===== src/sv/dtp_pkg.sv =====
`default_nettype none
package dtp_pkg;

  localparam int POOL_SLOTS_DEF = 16;
  localparam int TIME_W         = 32;
  localparam int EVENT_W        = 16;
  localparam int STATUS_W       = 3;

  localparam logic [TIME_W-1:0] NO_DEADLINE = 32'hffff_ffff;

  typedef enum logic {
    ACT_TICK     = 1'b0,
    ACT_SCHEDULE = 1'b1
  } action_t;

  typedef enum logic [STATUS_W-1:0] {
    STS_FIRED_PENDING = 3'd0,
    STS_EMPTY         = 3'd1,
    STS_NOT_DUE       = 3'd2,
    STS_FIRED_EMPTY   = 3'd3,
    STS_SCHEDULED     = 3'd4,
    STS_IMMEDIATE     = 3'd5,
    STS_FULL          = 3'd6
  } status_t;

  typedef enum logic [1:0] {
    FSM_IDLE = 2'd0,
    FSM_SCAN = 2'd1,
    FSM_DONE = 2'd2
  } fsm_t;

endpackage
`default_nettype wire


===== src/sv/dtp_ram.sv =====
`default_nettype none
module dtp_ram #(
  parameter int WIDTH = 48,
  parameter int DEPTH = 16,
  parameter int AW    = (DEPTH > 1) ? $clog2(DEPTH) : 1
) (
  input  wire logic             clk,
  input  wire logic             we,
  input  wire logic [AW-1:0]    waddr,
  input  wire logic [WIDTH-1:0] wdata,
  input  wire logic [AW-1:0]    raddr,
  output logic      [WIDTH-1:0] rdata
);

  logic [WIDTH-1:0] mem [DEPTH];

  always_ff @(posedge clk) begin
    if (we) begin
      mem[waddr] <= wdata;
    end
    rdata <= mem[raddr];
  end

endmodule
`default_nettype wire


===== src/sv/delayed_event_timer_pool.sv =====
// Pool of one-shot delayed-event timers. A request is taken when start is high and busy
// is low. A schedule request, and a tick that finds the pool empty or not yet due, is
// answered by a single closing status item in the cycle after it is taken, and the next
// request may follow at once. A tick that is due walks the slot memory one slot per
// cycle; busy stays high until its closing status item comes out. Fired events come out in
// slot order as they are read; after the last read the closing item passes the slot check
// and the DONE state. Results are strobed by out_valid for one cycle and must be taken in
// that cycle; the receiver cannot stall the block. Slot contents sit in one memory with a
// registered read; only the busy flags are held in flip-flops.
`default_nettype none
module delayed_event_timer_pool #(
  parameter int POOL_SLOTS = dtp_pkg::POOL_SLOTS_DEF
) (
  input  wire logic                          clk,
  input  wire logic                          rst_n,
  input  wire logic                          start,
  output logic                               busy,
  input  wire logic                          in_action,
  input  wire logic [dtp_pkg::TIME_W-1:0]    in_now_ms,
  input  wire logic [dtp_pkg::EVENT_W-1:0]   in_event_id,
  input  wire logic [dtp_pkg::TIME_W-1:0]    in_delay_ms,
  output logic                               out_valid,
  output logic                               out_has_event,
  output logic      [dtp_pkg::EVENT_W-1:0]   out_event_out,
  output logic      [dtp_pkg::STATUS_W-1:0]  out_status,
  output logic                               out_last
);

  import dtp_pkg::*;

  localparam int SLOT_W = (POOL_SLOTS > 1) ? $clog2(POOL_SLOTS) : 1;
  localparam int CNT_W  = $clog2(POOL_SLOTS + 1);
  localparam int ENTRY_W = EVENT_W + TIME_W;

  fsm_t                    state_r, state_nxt;
  logic [POOL_SLOTS-1:0]   busy_r, busy_nxt;
  logic [TIME_W-1:0]       earliest_r, earliest_nxt;
  logic                    empty_r, empty_nxt;
  logic [CNT_W-1:0]        issue_cnt_r, issue_cnt_nxt;
  logic                    chk_vld_r, chk_vld_nxt;
  logic [SLOT_W-1:0]       chk_idx_r, chk_idx_nxt;
  logic [TIME_W-1:0]       now_r, now_nxt;
  logic [TIME_W-1:0]       min_acc_r, min_acc_nxt;
  logic                    keep_acc_r, keep_acc_nxt;

  logic                    out_valid_r, out_valid_nxt;
  logic                    out_has_event_r, out_has_event_nxt;
  logic [EVENT_W-1:0]      out_event_r, out_event_nxt;
  status_t                 out_status_r, out_status_nxt;
  logic                    out_last_r, out_last_nxt;

  logic                    ram_we;
  logic [SLOT_W-1:0]       ram_waddr;
  logic [ENTRY_W-1:0]      ram_wdata;
  logic [ENTRY_W-1:0]      ram_rdata;
  logic [EVENT_W-1:0]      rd_event;
  logic [TIME_W-1:0]       rd_deadline;

  logic                    accept;
  logic                    issue;
  logic                    free_found;
  logic [SLOT_W-1:0]       free_idx;
  logic [TIME_W-1:0]       new_deadline;

  assign accept       = start && (state_r == FSM_IDLE);
  assign issue        = (state_r == FSM_SCAN) && (issue_cnt_r < CNT_W'(POOL_SLOTS));
  assign new_deadline = in_now_ms + in_delay_ms;
  assign rd_event     = ram_rdata[ENTRY_W-1:TIME_W];
  assign rd_deadline  = ram_rdata[TIME_W-1:0];

  always_comb begin
    free_found = 1'b0;
    free_idx   = '0;
    for (int i = 0; i < POOL_SLOTS; i++) begin
      if (!free_found && !busy_r[i]) begin
        free_found = 1'b1;
        free_idx   = SLOT_W'(i);
      end
    end
  end

  dtp_ram #(
    .WIDTH (ENTRY_W),
    .DEPTH (POOL_SLOTS),
    .AW    (SLOT_W)
  ) u_slot_ram (
    .clk   (clk),
    .we    (ram_we),
    .waddr (ram_waddr),
    .wdata (ram_wdata),
    .raddr (issue_cnt_r[SLOT_W-1:0]),
    .rdata (ram_rdata)
  );

  always_comb begin
    state_nxt         = state_r;
    busy_nxt          = busy_r;
    earliest_nxt      = earliest_r;
    empty_nxt         = empty_r;
    issue_cnt_nxt     = issue_cnt_r;
    chk_vld_nxt       = issue;
    chk_idx_nxt       = issue_cnt_r[SLOT_W-1:0];
    now_nxt           = now_r;
    min_acc_nxt       = min_acc_r;
    keep_acc_nxt      = keep_acc_r;
    out_valid_nxt     = 1'b0;
    out_has_event_nxt = 1'b0;
    out_event_nxt     = '0;
    out_status_nxt    = STS_FIRED_PENDING;
    out_last_nxt      = 1'b0;
    ram_we            = 1'b0;
    ram_waddr         = free_idx;
    ram_wdata         = {in_event_id, new_deadline};

    if (issue) begin
      issue_cnt_nxt = issue_cnt_r + CNT_W'(1);
    end

    unique case (state_r)
      FSM_IDLE: begin
        if (accept) begin
          out_valid_nxt = 1'b1;
          out_last_nxt  = 1'b1;
          if (action_t'(in_action) == ACT_SCHEDULE) begin
            if (in_delay_ms == '0) begin
              out_has_event_nxt = 1'b1;
              out_event_nxt     = in_event_id;
              out_status_nxt    = STS_IMMEDIATE;
            end else if (!free_found) begin
              out_status_nxt = STS_FULL;
            end else begin
              ram_we             = 1'b1;
              busy_nxt[free_idx] = 1'b1;
              empty_nxt          = 1'b0;
              if (empty_r || (new_deadline < earliest_r)) begin
                earliest_nxt = new_deadline;
              end
              out_status_nxt = STS_SCHEDULED;
            end
          end else if (empty_r) begin
            out_status_nxt = STS_EMPTY;
          end else if (in_now_ms < earliest_r) begin
            out_status_nxt = STS_NOT_DUE;
          end else begin
            out_valid_nxt = 1'b0;
            out_last_nxt  = 1'b0;
            state_nxt     = FSM_SCAN;
            issue_cnt_nxt = '0;
            now_nxt       = in_now_ms;
            min_acc_nxt   = NO_DEADLINE;
            keep_acc_nxt  = 1'b0;
          end
        end
      end
      FSM_SCAN: begin
        if (chk_vld_r && busy_r[chk_idx_r]) begin
          if (rd_deadline <= now_r) begin
            busy_nxt[chk_idx_r] = 1'b0;
            out_valid_nxt       = 1'b1;
            out_has_event_nxt   = 1'b1;
            out_event_nxt       = rd_event;
          end else begin
            keep_acc_nxt = 1'b1;
            if (rd_deadline < min_acc_r) begin
              min_acc_nxt = rd_deadline;
            end
          end
        end
        if (chk_vld_r && (chk_idx_r == SLOT_W'(POOL_SLOTS - 1))) begin
          state_nxt = FSM_DONE;
        end
      end
      FSM_DONE: begin
        out_valid_nxt = 1'b1;
        out_last_nxt  = 1'b1;
        empty_nxt     = !keep_acc_r;
        if (keep_acc_r) begin
          earliest_nxt   = min_acc_r;
          out_status_nxt = STS_FIRED_PENDING;
        end else begin
          out_status_nxt = STS_FIRED_EMPTY;
        end
        state_nxt = FSM_IDLE;
      end
      default: begin
        state_nxt = FSM_IDLE;
      end
    endcase
  end

  always_ff @(posedge clk) begin
    if (!rst_n) begin
      state_r     <= FSM_IDLE;
      busy_r      <= '0;
      earliest_r  <= '0;
      empty_r     <= 1'b1;
      issue_cnt_r <= '0;
      chk_vld_r   <= 1'b0;
      out_valid_r <= 1'b0;
    end else begin
      state_r     <= state_nxt;
      busy_r      <= busy_nxt;
      earliest_r  <= earliest_nxt;
      empty_r     <= empty_nxt;
      issue_cnt_r <= issue_cnt_nxt;
      chk_vld_r   <= chk_vld_nxt;
      out_valid_r <= out_valid_nxt;
    end
  end

  always_ff @(posedge clk) begin
    chk_idx_r       <= chk_idx_nxt;
    now_r           <= now_nxt;
    min_acc_r       <= min_acc_nxt;
    keep_acc_r      <= keep_acc_nxt;
    out_has_event_r <= out_has_event_nxt;
    out_event_r     <= out_event_nxt;
    out_status_r    <= out_status_nxt;
    out_last_r      <= out_last_nxt;
  end

  assign busy          = (state_r != FSM_IDLE);
  assign out_valid     = out_valid_r;
  assign out_has_event = out_has_event_r;
  assign out_event_out = out_event_r;
  assign out_status    = out_status_r;
  assign out_last      = out_last_r;

  a_done_closes_run: assert property (@(posedge clk) disable iff (!rst_n)
    (state_r == FSM_DONE) |=> (out_valid && out_last))
    else $error("Closing status item missing after the scan.");

  a_schedule_answers: assert property (@(posedge clk) disable iff (!rst_n)
    (accept && (in_action == ACT_SCHEDULE)) |=> (out_valid && out_last && !busy))
    else $error("Schedule request not answered in the following cycle.");

  a_fired_not_last: assert property (@(posedge clk) disable iff (!rst_n)
    (out_valid && out_has_event && (out_status != STS_IMMEDIATE)) |-> !out_last)
    else $error("Fired event marked as the closing item.");

  a_check_in_scan: assert property (@(posedge clk) disable iff (!rst_n)
    chk_vld_r |-> (state_r == FSM_SCAN))
    else $error("Slot check outside the scan.");

  a_empty_no_busy: assert property (@(posedge clk) disable iff (!rst_n)
    (empty_r && (state_r == FSM_IDLE)) |-> (busy_r == '0))
    else $error("Pool marked empty while a slot is busy.");

endmodule
`default_nettype wire


===== config.mk =====
export PLATFORM = sky130hd
export DESIGN_NAME = delayed_event_timer_pool
export DESIGN_NICKNAME = d
export VERILOG_FILES = /design/src/sv/dtp_pkg.sv /design/src/sv/dtp_ram.sv /design/src/sv/delayed_event_timer_pool.sv
export SDC_FILE = /design/constraint.sdc
export NUM_CORES = 1
export LEC_CHECK = 0
export BUFFER_PORTS_ARGS = -buffer_cell sky130_fd_sc_hd__clkbuf_2
export CORE_ASPECT_RATIO = 2
export CORE_MARGIN = 2
export CORE_UTILIZATION = 56
export DETAILED_ROUTE_END_ITERATION = 7
export GPL_TIMING_DRIVEN = 0
export MAX_ROUTING_LAYER = met4
export PLACE_DENSITY = 0.78
export SETUP_SLACK_MARGIN = 0.4
export SLEW_MARGIN = 20
export SYNTH_ARGS = -nofsm -noshare
export SYNTH_HDL_FRONTEND = slang
export SYNTH_SLANG_ARGS = --single-unit

===== constraint.sdc =====
create_clock -name clk -period 6.9 [get_ports clk]
set_input_delay 0.69 -clock clk [delete_from_list [all_inputs] [get_ports clk]]
set_output_delay 0.69 -clock clk [all_outputs]
set_load 0.1 [all_outputs]

# == Word-level counts from Yosys, hierarchy flattened ==
# Memory sizes are Yosys's and may differ from the RTL's. A register that Yosys moved wholly into a read port is not among the register bits.
# Cells that the tools add are included.
# classes
shift,0
n_reduce_logical,64
div_mod_pow,0
n_addsub,2
bitwise,6
multipliers,0
mux,116
n_eq_ne,17
n_lt_le_gt_ge,9
# op_table
op,n
$mux 32,13
$mux 16,11
$pmux 32 s2,2
$lt 32x32->1,3
$pmux 16 s2,2
$mux 4,14
$mux 1,46
$add 32x32->32,1
$le 32x32->1,1
$logic_not 32->1,1
$logic_not 1->1,30
$mux 5,6
$logic_and 1x1->1,21
$reduce_and 7->1,3
$mux 2,10
$ne 2x2->1 const B,9
$and 16x16->16,1
$not 16->16,1
$or 16x16->16,1
$reduce_and 5->1,3
$lt 4x5->1 const B,2
$ne 2x1->1 const B,5
$demux 1 s4,2
$ge 4x1->1 const B,2
other kinds (16),24
# totals
reg_bits,148
ram_bits,768
romBits,0
latch_bits,0
n_memories,1
out_inout_bits,23
# mem_list
name,words,width,rd,rd_clocked_by_memory_dff,wr,line_no,text
u_slot_ram.mem,16,48,1,1,1,dtp_ram.sv:15,logic [WIDTH-1:0] mem [DEPTH];

# == Longest topological paths before layout ==
# Gate-level depths: netlist (run 1).
# logic_depth
word_depth,55
ltp_mapped,21
ltp_nobuf,19

# == Hierarchy ==
# A second synthesis (run 1) with hierarchy kept.
# hier_totals
hier_cells,2406
area_unflattened_um2,40297.4
# modules_own_cells
mod,area_per_inst_um2,cells_each,seq_area_each_um2,n_inst
dtp_ram,29694.7,1242,24023.0,1
delayed_event_timer_pool,10602.7,1164,3613.5,1

# == Worst setup path before layout (run 1) ==
# Ideal clock, no wire load.
# synth_timing
kind,input-to-reg
from,in in_delay_ms[28] in the netlist's numbering
to,"mem u_slot_ram.mem[10][0], enable pin"
setup_slack_ns,0.200
required_time_ns,6.307
cell_stages,4
arrival_time_ns,6.107
path_buffers,0
cell_sequence,nor4_1 > nand4_1 > o21ai_1 > nor4b_1
# synth_via
elab_chain_len,7
# synth_lines
element,line_no,text
start: declaration,delayed_event_timer_pool.sv:21,"input wire logic [dtp_pkg::TIME_W-1:0] in_delay_ms,"
$logic_not 32->1,delayed_event_timer_pool.sv:125,if (in_delay_ms == '0) begin
$mux 1,delayed_event_timer_pool.sv:125,
$mux 1,delayed_event_timer_pool.sv:124,if (action_t'(in_action) == ACT_SCHEDULE) begin
$mux 1,delayed_event_timer_pool.sv:121,if (accept) begin
$mux 1,delayed_event_timer_pool.sv:119,unique case (state_r)
$mux 1,dtp_ram.sv:18,if (we) begin
$mux 1 (implied by the code),dtp_ram.sv:19,mem[waddr] <= wdata;
end: declaration,dtp_ram.sv:15,
# No other way between the ends.

# == Worst setup path in the final report (run 1) ==
# layout_timing
from,in in_now_ms[0] in the netlist's numbering
to,reg earliest_r[18]
# layout_lines
element,line_no,text
start: declaration,delayed_event_timer_pool.sv:19,"input wire logic [dtp_pkg::TIME_W-1:0] in_now_ms,"
$add 32x32->32,delayed_event_timer_pool.sv:67,assign new_deadline = in_now_ms + in_delay_ms;
via new_deadline[30],delayed_event_timer_pool.sv:63,logic [TIME_W-1:0] new_deadline;
$lt 32x32->1,delayed_event_timer_pool.sv:135,if (empty_r || (new_deadline < earliest_r)) begin
$logic_or 1x1->1,delayed_event_timer_pool.sv:135,
$ne 2x1->1 (no line),--,
$reduce_and 7->1 (no line),--,
end signal: assignment,delayed_event_timer_pool.sv:203,earliest_r <= earliest_nxt;
end: declaration,delayed_event_timer_pool.sv:37,"logic [TIME_W-1:0] earliest_r, earliest_nxt;"
# The timed path passes the listed nets, and every way through them passes these cells. The select of a mux whose other input is x is not followed.
# A chain may end at the register's enable or synchronous reset.

==> flow_results.org, run 1 <==
** Global routing
- Global-route wire length before repair :: 160 mm
- Entering global routing, the biggest net connects 33 pins.
- The total overflow left after global routing is 0.
- Initial antenna violation count :: 1
- Via count of the first global-routing pass :: 24.4k
- For this run, the total global-route usage over all layers was measured as 0.311.

** Logic synthesis
- Yosys mapped a number of flops with a built-in enable equal to 833.
- Synthesis inferred 964 register bits.
- Combined area of all synthesized cells :: 0.0404 sq mm
- The share of synthesized area in the top cell type comes to 0.619.
- Counting flops with an async set or reset pin after synthesis yields a share of 0.
- Most instantiated cells after synthesis :: 833 x edfxtp_1, 245 x mux4_2, 157 x ha_1
- edfxtp_1 is the most common cell in the netlist.
- In the synthesized netlist, the number of instances is 2267.
- Distinct cell type count after synthesis :: 81
- Largest cells by area after synthesis :: edfxtp_1 62%, mux4_2 14%, dfxtp_1 6.5%, ha_1 4.9%, inv_1 1.1%
- Sequential area share after synthesis :: 0.684
- For this run, the leading register cell type out of synthesis is edfxtp_1.
- Synth warn :: 0
- Average footprint of a synthesized cell :: 17.8 sq um
- Syn Nets :: 2509
- Area leader, netlist :: edfxtp_1

** Setup path
- Kind of critical path :: input pin to register
- Kind of end point of the critical path :: register
- Required time of the critical path :: 7490 ps
- For the worst setup path, the data arrival time is 6740 ps.
- Walking the worst path, the cells encountered are clkbuf_2 -> ha_1 -> inv_1 -> fa_1 -> nor2b_1 -> o31a_1 -> o2111ai_1 -> a31oi_1 -> o21ai_2 -> a41oi_1 -> xor2_2 -> ha_1 -> nand4_1 -> a21oi_1 -> a211oi_1 -> a31oi_1 -> nand2b_1 -> nor3_1 -> a211o_1.
- The worst setup path is launched from an input pin.
- Peak per-stage delay on the critical path :: 770 ps
- Along the worst path, the maximum fanout reaches 18.
- Among all stages on the critical path, the largest delay is contributed by xor2_2.

** Detailed routing
- Number of vias per cell :: 6.60
- Via count :: 23.2k
- Average detailed-routed wire length per instance :: 31.5 microns
- The first routing iteration left 1967 violations.
- For this block, the routed nets add up to 111 mm of wire.
- In this run the remaining antenna-violating nets after routing total 0.
- Length of the first detailed-routing pass in iterations :: 7
- In the routed design, unresolved DRC markers number 0.

** Layout
- Area grow syn2layout :: 14.2%
- The filler cells instantiated in the layout total 4735.
- Of the cells placed in the final design, the portion with a size suffix greater than 1 is 0.257.
- Final instance count without filler cells :: 3518
- Net count, final :: 2777

** Place
- At the end of routability-driven placement, the weighted congestion stood at 0.990.
- Once detailed placement completed, the half-perimeter wirelength came to 76.1 mm.
- Post-placement cell count :: 3371
- Port buffering added 105 buffers.
- Before CTS, the worst setup slack after placement is 332 ps.

** Power
- In this run the static leakage power is 15.8 nW.
- Total power per unit cell area :: 266 mW/mm^2
- Worst-case vdd ir drop :: 0.256 mV
- Power after layout :: 12.3 mW

** Timing
- Pins Over Slew Limit :: 0
- Actual slew at the worst max-slew pin :: 1240 ps
- Clock skew on the completed layout was measured at 17.3 ps.
- For this run, the top clock speed supported by timing is 0.163 GHz.
- Fin crit share :: 0.890
- Once routing completed, OpenROAD measured the worst setup slack at 756 ps.
- After routing, the total negative slack on setup checks comes to 0 ps.
- Final hold violation count :: 0
- In this run the tightest slew margin relative to its limit is 0.165.
- Counting I/O delays and the setup requirement, the final critical path takes 6140 ps.
- Setup repair after global routing left no endpoint under its margin.
- Setup violations remaining at the end of the flow were counted as 0.

** Die
- For this design the top-level I/O count stands at 107.
- Die outline height :: 384 microns
- The floorplan has 139 rows.
- The die covers 0.0745 sq mm.
- The initial utilization of the core area, before any placement, comes to 0.564.
- Width of the die :: 194 microns
- The floorplan step defined a core boundary enclosing 0.0717 sq mm.

** CTS
- Number of clock sinks :: 964
- The clock reaches the later pin of the worst-skew pair after 660 ps.
- Maximum clock path buffer count :: 3
- After clock tree synthesis, the clock-pin slew on the worst setup and hold paths is 70 ps.
- Count of hold-fix buffers inserted at cts :: 0
- In this run the clock root is driven by a clkbuf_16.
- Number of setup buffers added after CTS :: 0
- After clock tree synthesis, the repair step resized 0 gates.
- Clock tree synthesis inserted a total of 78 buffers.
- CTS HTree Levels :: 3
- TritonCTS clock tree :: done

** Outcome
- The run finished with clean final reports.

** Worst hold path
- Worst hold-check path type :: input pin to register

** Job
- Max-cap viol count :: 0
[layout make-up]
class,count,area [sq um],share of cell area
diodes,1,2.50,0.0000542
plain buffers,90,419,0.00908
clock buffers,96,2060,0.0446
clock inverters,50,495,0.0107
inverters,118,443,0.00960
multi-input cells,1095,12300,0.266
flip-flops and latches,964,27600,0.599
well taps,916,1150,0.0248
repair buffers,188,1680,0.0365
[metal layers]
layer | GRT usage | share of wire | vias to the layer above
li1 | - | - | 9681
met3 | 0.0414 | 0.066 | 395
met2 | 0.546 | 0.54 | 1313
met5 | - | 0 | -
met4 | 0.201 | 0.072 | 0
met1 | 0.331 | 0.33 | 11800
[power by group]
group          switching (mW)  internal (mW)
sequential             0.0456           6.56
clock                    2.11           2.43
combinational           0.742          0.384
total                    2.90           9.37
[cell families after synthesis]
| kind of cell | share of synthesized area |
|---|---|
| AO/OA/AOI/OAI | 0.0592 |
| multiplexers | 0.138 |
| adder cells (fa/ha/maj) | 0.0491 |
| XOR/XNOR | 0.00607 |
| flip-flops | 0.684 |
| AND/OR/NAND/NOR | 0.0423 |
| buffers and inverters | 0.0211 |
[layout by cell type, fill, tap and decap left out, types with 8 or more instances in the layout]
| cell type | n |
|---|---|
| clkinv_1 | 14 |
| inv_1 | 117 |
| a22o_1 | 16 |
| buf_4 | 33 |
| clkbuf_16 | 78 |
| nor3_1 | 9 |
| clkbuf_2 | 114 |
| o21ai_0 | 40 |
| ha_1 | 157 |
| a311oi_2 | 13 |
| buf_12 | 9 |
| a211oi_1 | 12 |
| nor2_1 | 59 |
| a31oi_1 | 15 |
| clkinv_2 | 12 |
| edfxtp_1 | 833 |
| nor2b_1 | 14 |
| dfxtp_1 | 131 |
| and4_1 | 9 |
| xnor2_2 | 17 |
| nand2b_1 | 39 |
| nand3_1 | 23 |
| clkbuf_1 | 65 |
| nand2_1 | 88 |
| a21oi_1 | 70 |
| o211a_1 | 13 |
| nor4_1 | 15 |
| nor2_4 | 8 |
| mux4_2 | 245 |
| o21a_1 | 16 |
| a21o_1 | 43 |
| buf_6 | 31 |
| buf_2 | 17 |
| o211ai_1 | 19 |
| nand4_1 | 28 |
| mux2i_1 | 8 |
| buf_16 | 16 |
[metrics by stage]
stage	hold slack (ps)	area, sq um	util
6_report	256	46100	0.644
5_1_grt	260	46100	0.644
4_1_cts	229	46100	0.644
3_5_place_dp	334	43600	0.608
3_3_place_gp	338	42100	0.588
2_1_floorplan	329	40400	-
[final timing paths]
kind                                startpoint              to  slack [ps]  cells after the start
worst min register to register  issue_cnt_r[3]    chk_idx_r[3]         350                      0
worst max-delay path              in_now_ms[0]  earliest_r[18]         760                     19
worst min-delay path              in_now_ms[6]        now_r[6]         260                      1
worst max register to register  earliest_r[31]    min_acc_r[8]        2770                      9
[registers in the layout, summed over array words and instances, names as in the netlist, 5 cells and up]
signal            cells
now_r                32
out_event_out        16
issue_cnt_r           5
u_slot_ram.rdata     48
min_acc_r            32
busy_r               16
earliest_r           32
u_slot_ram.mem      768
[critical path, delay by kind of cell]
kind | cells | cell delay, ps
buffers and inverters | 2 | 180
and+or+nand+nor | 4 | 1370
AOI/OAI and AO/OA | 9 | 2690
adders and majority gates | 3 | 1010
xor gates and xnor gates | 1 | 770
(Power assumes the default switching activity.)
==> inputs of run 2 (changes only) <==
--- a/config.mk
+++ b/config.mk
@@ -6,13 +6,13 @@
 export NUM_CORES = 1
 export LEC_CHECK = 0
 export BUFFER_PORTS_ARGS = -buffer_cell sky130_fd_sc_hd__clkbuf_2
-export CORE_ASPECT_RATIO = 2
 export CORE_MARGIN = 2
 export CORE_UTILIZATION = 56
 export DETAILED_ROUTE_END_ITERATION = 7
 export GPL_TIMING_DRIVEN = 0
 export MAX_ROUTING_LAYER = met4
 export PLACE_DENSITY = 0.78
+export REMOVE_ABC_BUFFERS = 1
 export SETUP_SLACK_MARGIN = 0.4
 export SLEW_MARGIN = 20
 export SYNTH_ARGS = -nofsm -noshare
==> flow_results.org, run 2 (synthesized netlist as in run 1, its figures left out) <==
** Die
- The I/O pin count was 107 (unchanged).
- Core area :: 0.0715 sq mm (-0.23%)
- Site row count :: 98 (-29%)
- Die outline height :: 273 microns (-29%)
- The die area is 0.0743 sq mm (-0.18%).
- Width of the die :: 273 microns (+41%)
- Starting Density :: 0.565 (+0.00132)

** Timing
- The total setup violations reported at the end of the flow is 0 (unchanged).
- Headroom to the max-slew limit :: 0.253 (+0.0879)
- Final Critical Period :: 5900 ps (-239 ps)
- Final hold violation count :: 0 (unchanged)
- Setup repair after global routing left no endpoint under its margin.
- The top achievable clock speed came to 0.169 GHz (+4.1%).
- The final-layout worst hold slack is 274 ps (+18.0 ps).
- The number of pins exceeding their max-slew limit in the final report was 0 (unchanged).
- The final setup TNS is 0 ps (unchanged).
- Fin crit share :: 0.856 (-0.0347)
- Final setup margin :: 996 ps (+239 ps)
- The maximum clock skew at final layout was 24.5 ps (+7.14 ps).
- The slew at the pin with the worst max-slew slack came to 1110 ps (-131 ps).

** CTS
- CTS root buf :: clkbuf_16
- Maximum clock path buffer count :: 3 (unchanged)
- Source-to-sink clock delay at the later pin of the worst-skew pair :: 660 ps (about the same)
- Number of clock sinks :: 964 (unchanged)
- Number of buffers added by the clock tree synthesis step :: 94 (+21%)
- Quantity of gates resized following cts :: 0 (unchanged)
- The post-CTS repair timing setup buffer count came to 0 (unchanged).
- Count of hold-fix buffers inserted at cts :: 0 (unchanged)
- TritonCTS built the clock tree.
- The clock slew at the register clock pins of the worst setup and hold paths is 60 ps (about the same).
- CTS HTree Levels :: 3 (unchanged)

** Power
- The worst-case vdd ir drop came to 0.169 mV (-34%).
- The power spent charging and discharging nets is 3.00 mW (+3.5%).
- The internal power contribution came to 9.99 mW (+6.6%).
- The clock power share is 0.404 (+0.034).
- The power density over the cells is 277 mW/mm^2 (+4.1%).
- The combinational share of power came to 0.086 (-0.006).
- The switching share of power is 0.231 (-0.00525).
- The leakage power summed over all cells is 16.2 nW (+2.4%).
- The sequential share of power was 0.510 (-0.028).

** Detailed routing
- The first-pass iteration count of the detailed router was 5 (-2).
- Number of vias per cell :: 6.67 (+1.0%)
- Number of nets still failing antenna checks after routing :: 0 (unchanged)
- The wire length the detailed router placed on met1 was 40.5 mm (+12%).
- Final WL :: 105 mm (-4.8%)
- DRC Markers :: 0 (unchanged)
- The detailed router's first-iteration violation count came to 2801 (+42%).
- Max Used Layer :: met4
- Average detailed-routed wire length per instance :: 29.9 microns (-5.1%)
- The sum of met3 wire segment lengths after detailed routing came to 9.56 mm (+31%).
- The met2 layer wire length in the routed design was 51.5 mm (-13%).
- Via count :: 23.5k (+1.4%)

** Setup path
- The worst setup path is of the input pin to register kind.
- Maximum fanout along the worst path :: 30 (+12)
- The critical path data arrival time came to 6440 ps (-300 ps).
- STA classifies the critical path endpoint as a register.
- The cell count of the worst reg-to-reg path came to 10 (+1).
- Required time of the critical path :: 7440 ps (-50 ps)
- STA classifies the critical path startpoint as an input pin.
- The worst register-to-register path begins at earliest_r[31].
- The reg-to-reg setup timing slack came to 2530 ps (-240 ps).
- Crit Reg-Reg Endpoint :: min_acc_r[7]

** Place
- Worst setup slack after placement :: 450 ps (+118 ps)
- The quantity of I/O buffers inserted on ports was 106 (+0.95%).
- Post-placement cell count :: 3350 (-0.62%)
- The half-perimeter wire length of the detailed placement result was 67.4 mm (-11%).
- Routability congestion estimate from global placement :: 0.967 (-2.3%)

** Layout
- Utilization after layout :: 0.657 (+0.0126)
- The library cells used most frequently in the layout, excluding fill and tap cells, are 833 x edfxtp_1, 245 x mux4_2, 157 x ha_1.
- More flip-flops sit in one register than any other, and that register is u_slot_ram.mem.
- The number of standard cells in the layout, taps in and fillers out came to 3530 (+0.34%).
- Share of layout cells above drive strength 1 :: 0.276 (+0.0190)
- Relative to the synthesized area, the layout overhead comes to 16.1%.
- The flip-flop count of the largest register, all copies and words added was 768 (unchanged).
- The number of nets in the layout is 2741 (-1.3%).
- Leaving out fill and tap cells, the most frequent cell in the layout is edfxtp_1.
- The largest registers in the layout are u_slot_ram.mem (768), u_slot_ram.rdata (48).

** Global routing
- Global-route congestion overflow total :: 0 (unchanged)
- Maximum number of pins on one net before global-route repair :: 52 (+58%)
- Aggregate global-route resource usage :: 0.297 (-0.0143)
- The number of antenna violations at the first check in global routing came to 2 (+1).
- The wire length of the first global-routing pass is 157 mm (-2.3%).
- The number of global-route vias before repair was 23.8k (-2.4%).

** Worst hold path
- Worst hold-check path type :: input pin to register
- For hold timing, the worst endpoint is now_r[22].
- Worst hold path depth :: 1 (unchanged)
- In this run the most critical hold path is launched from in_now_ms[22].

** Outcome
- The flow ran to the end, and the final reports show no timing, DRC or antenna violations.

** Job
- The number of max-cap violations came to 0 (unchanged).
==> run 2: final cells by class <==
| type | instances | area (sq um) |
|---|---|---|
| Antenna cell | 2 | 5.00 |
| Clock buffer | 121 | 2560 |
| Clock inverter | 54 | 579 |
| Fill cell | 4512 | 24500 |
| Inverter | 118 | 443 |
| Multi-Input combinational cell | 1095 | 12300 |
| Sequential cell | 964 | 27700 |
| Tap cell | 950 | 1190 |
| Timing Repair Buffer | 226 | 2240 |
==> run 2: per-stage QoR <==
step	cell area, sq um	power [mW]
after CTS	46900	13.0
after global placement	41700	7.73
after detailed placement	43700	7.81
final	46900	13.0
after global routing	46900	13.3
after floorplan	40000	7.41
==> run 2: routing by layer <==
layer,GRT usage,vias up
met1,0.401,12100
met5,-,-
met3,0.0471,298
met4,0.102,0
li1,-,9631
met2,0.467,1494
==> run 2: worst max-delay path by stage <==
stage,start,to,slack [ps],depth (start not counted)
2_1_floorplan,issue_cnt_r[0],u_slot_ram.rdata[0],-2300,2
3_3_place_gp,in_delay_ms[3],u_slot_ram.mem[10][39],-7290,5
3_5_place_dp,in_now_ms[0],earliest_r[8],450,22
4_1_cts,in_now_ms[0],earliest_r[15],1040,21
5_1_grt,in_now_ms[0],earliest_r[15],600,21
6_report,in_now_ms[0],earliest_r[15],1000,21
==> run 2: power groups by stage <==
stage	Combinational [mW]	Clock [mW]	Sequential (mW)
after floorplan	0.657	0	6.75
after global placement	0.955	0	6.77
after detailed placement	1.06	0	6.74
after CTS	1.09	5.29	6.62
after global routing	1.22	5.49	6.62
final	1.12	5.25	6.62
==> run 2: worst max-delay path, cell delays in order <==
cell and delay [ps]:
clkbuf_2 130, ha_1 220, inv_1 70, fa_1 430, nor2b_1 170, o31a_1 270, o2111ai_1 240, a31oi_1 310
o21a_1 180, mux2i_1 250, nand2_1 510, ha_1 560, nand3_1 100, nor2_1 320, or4b_1 600, a31oi_1 500
o21ai_4 190, buf_16 220, buf_16 180, mux2i_1 130, a21o_1 160
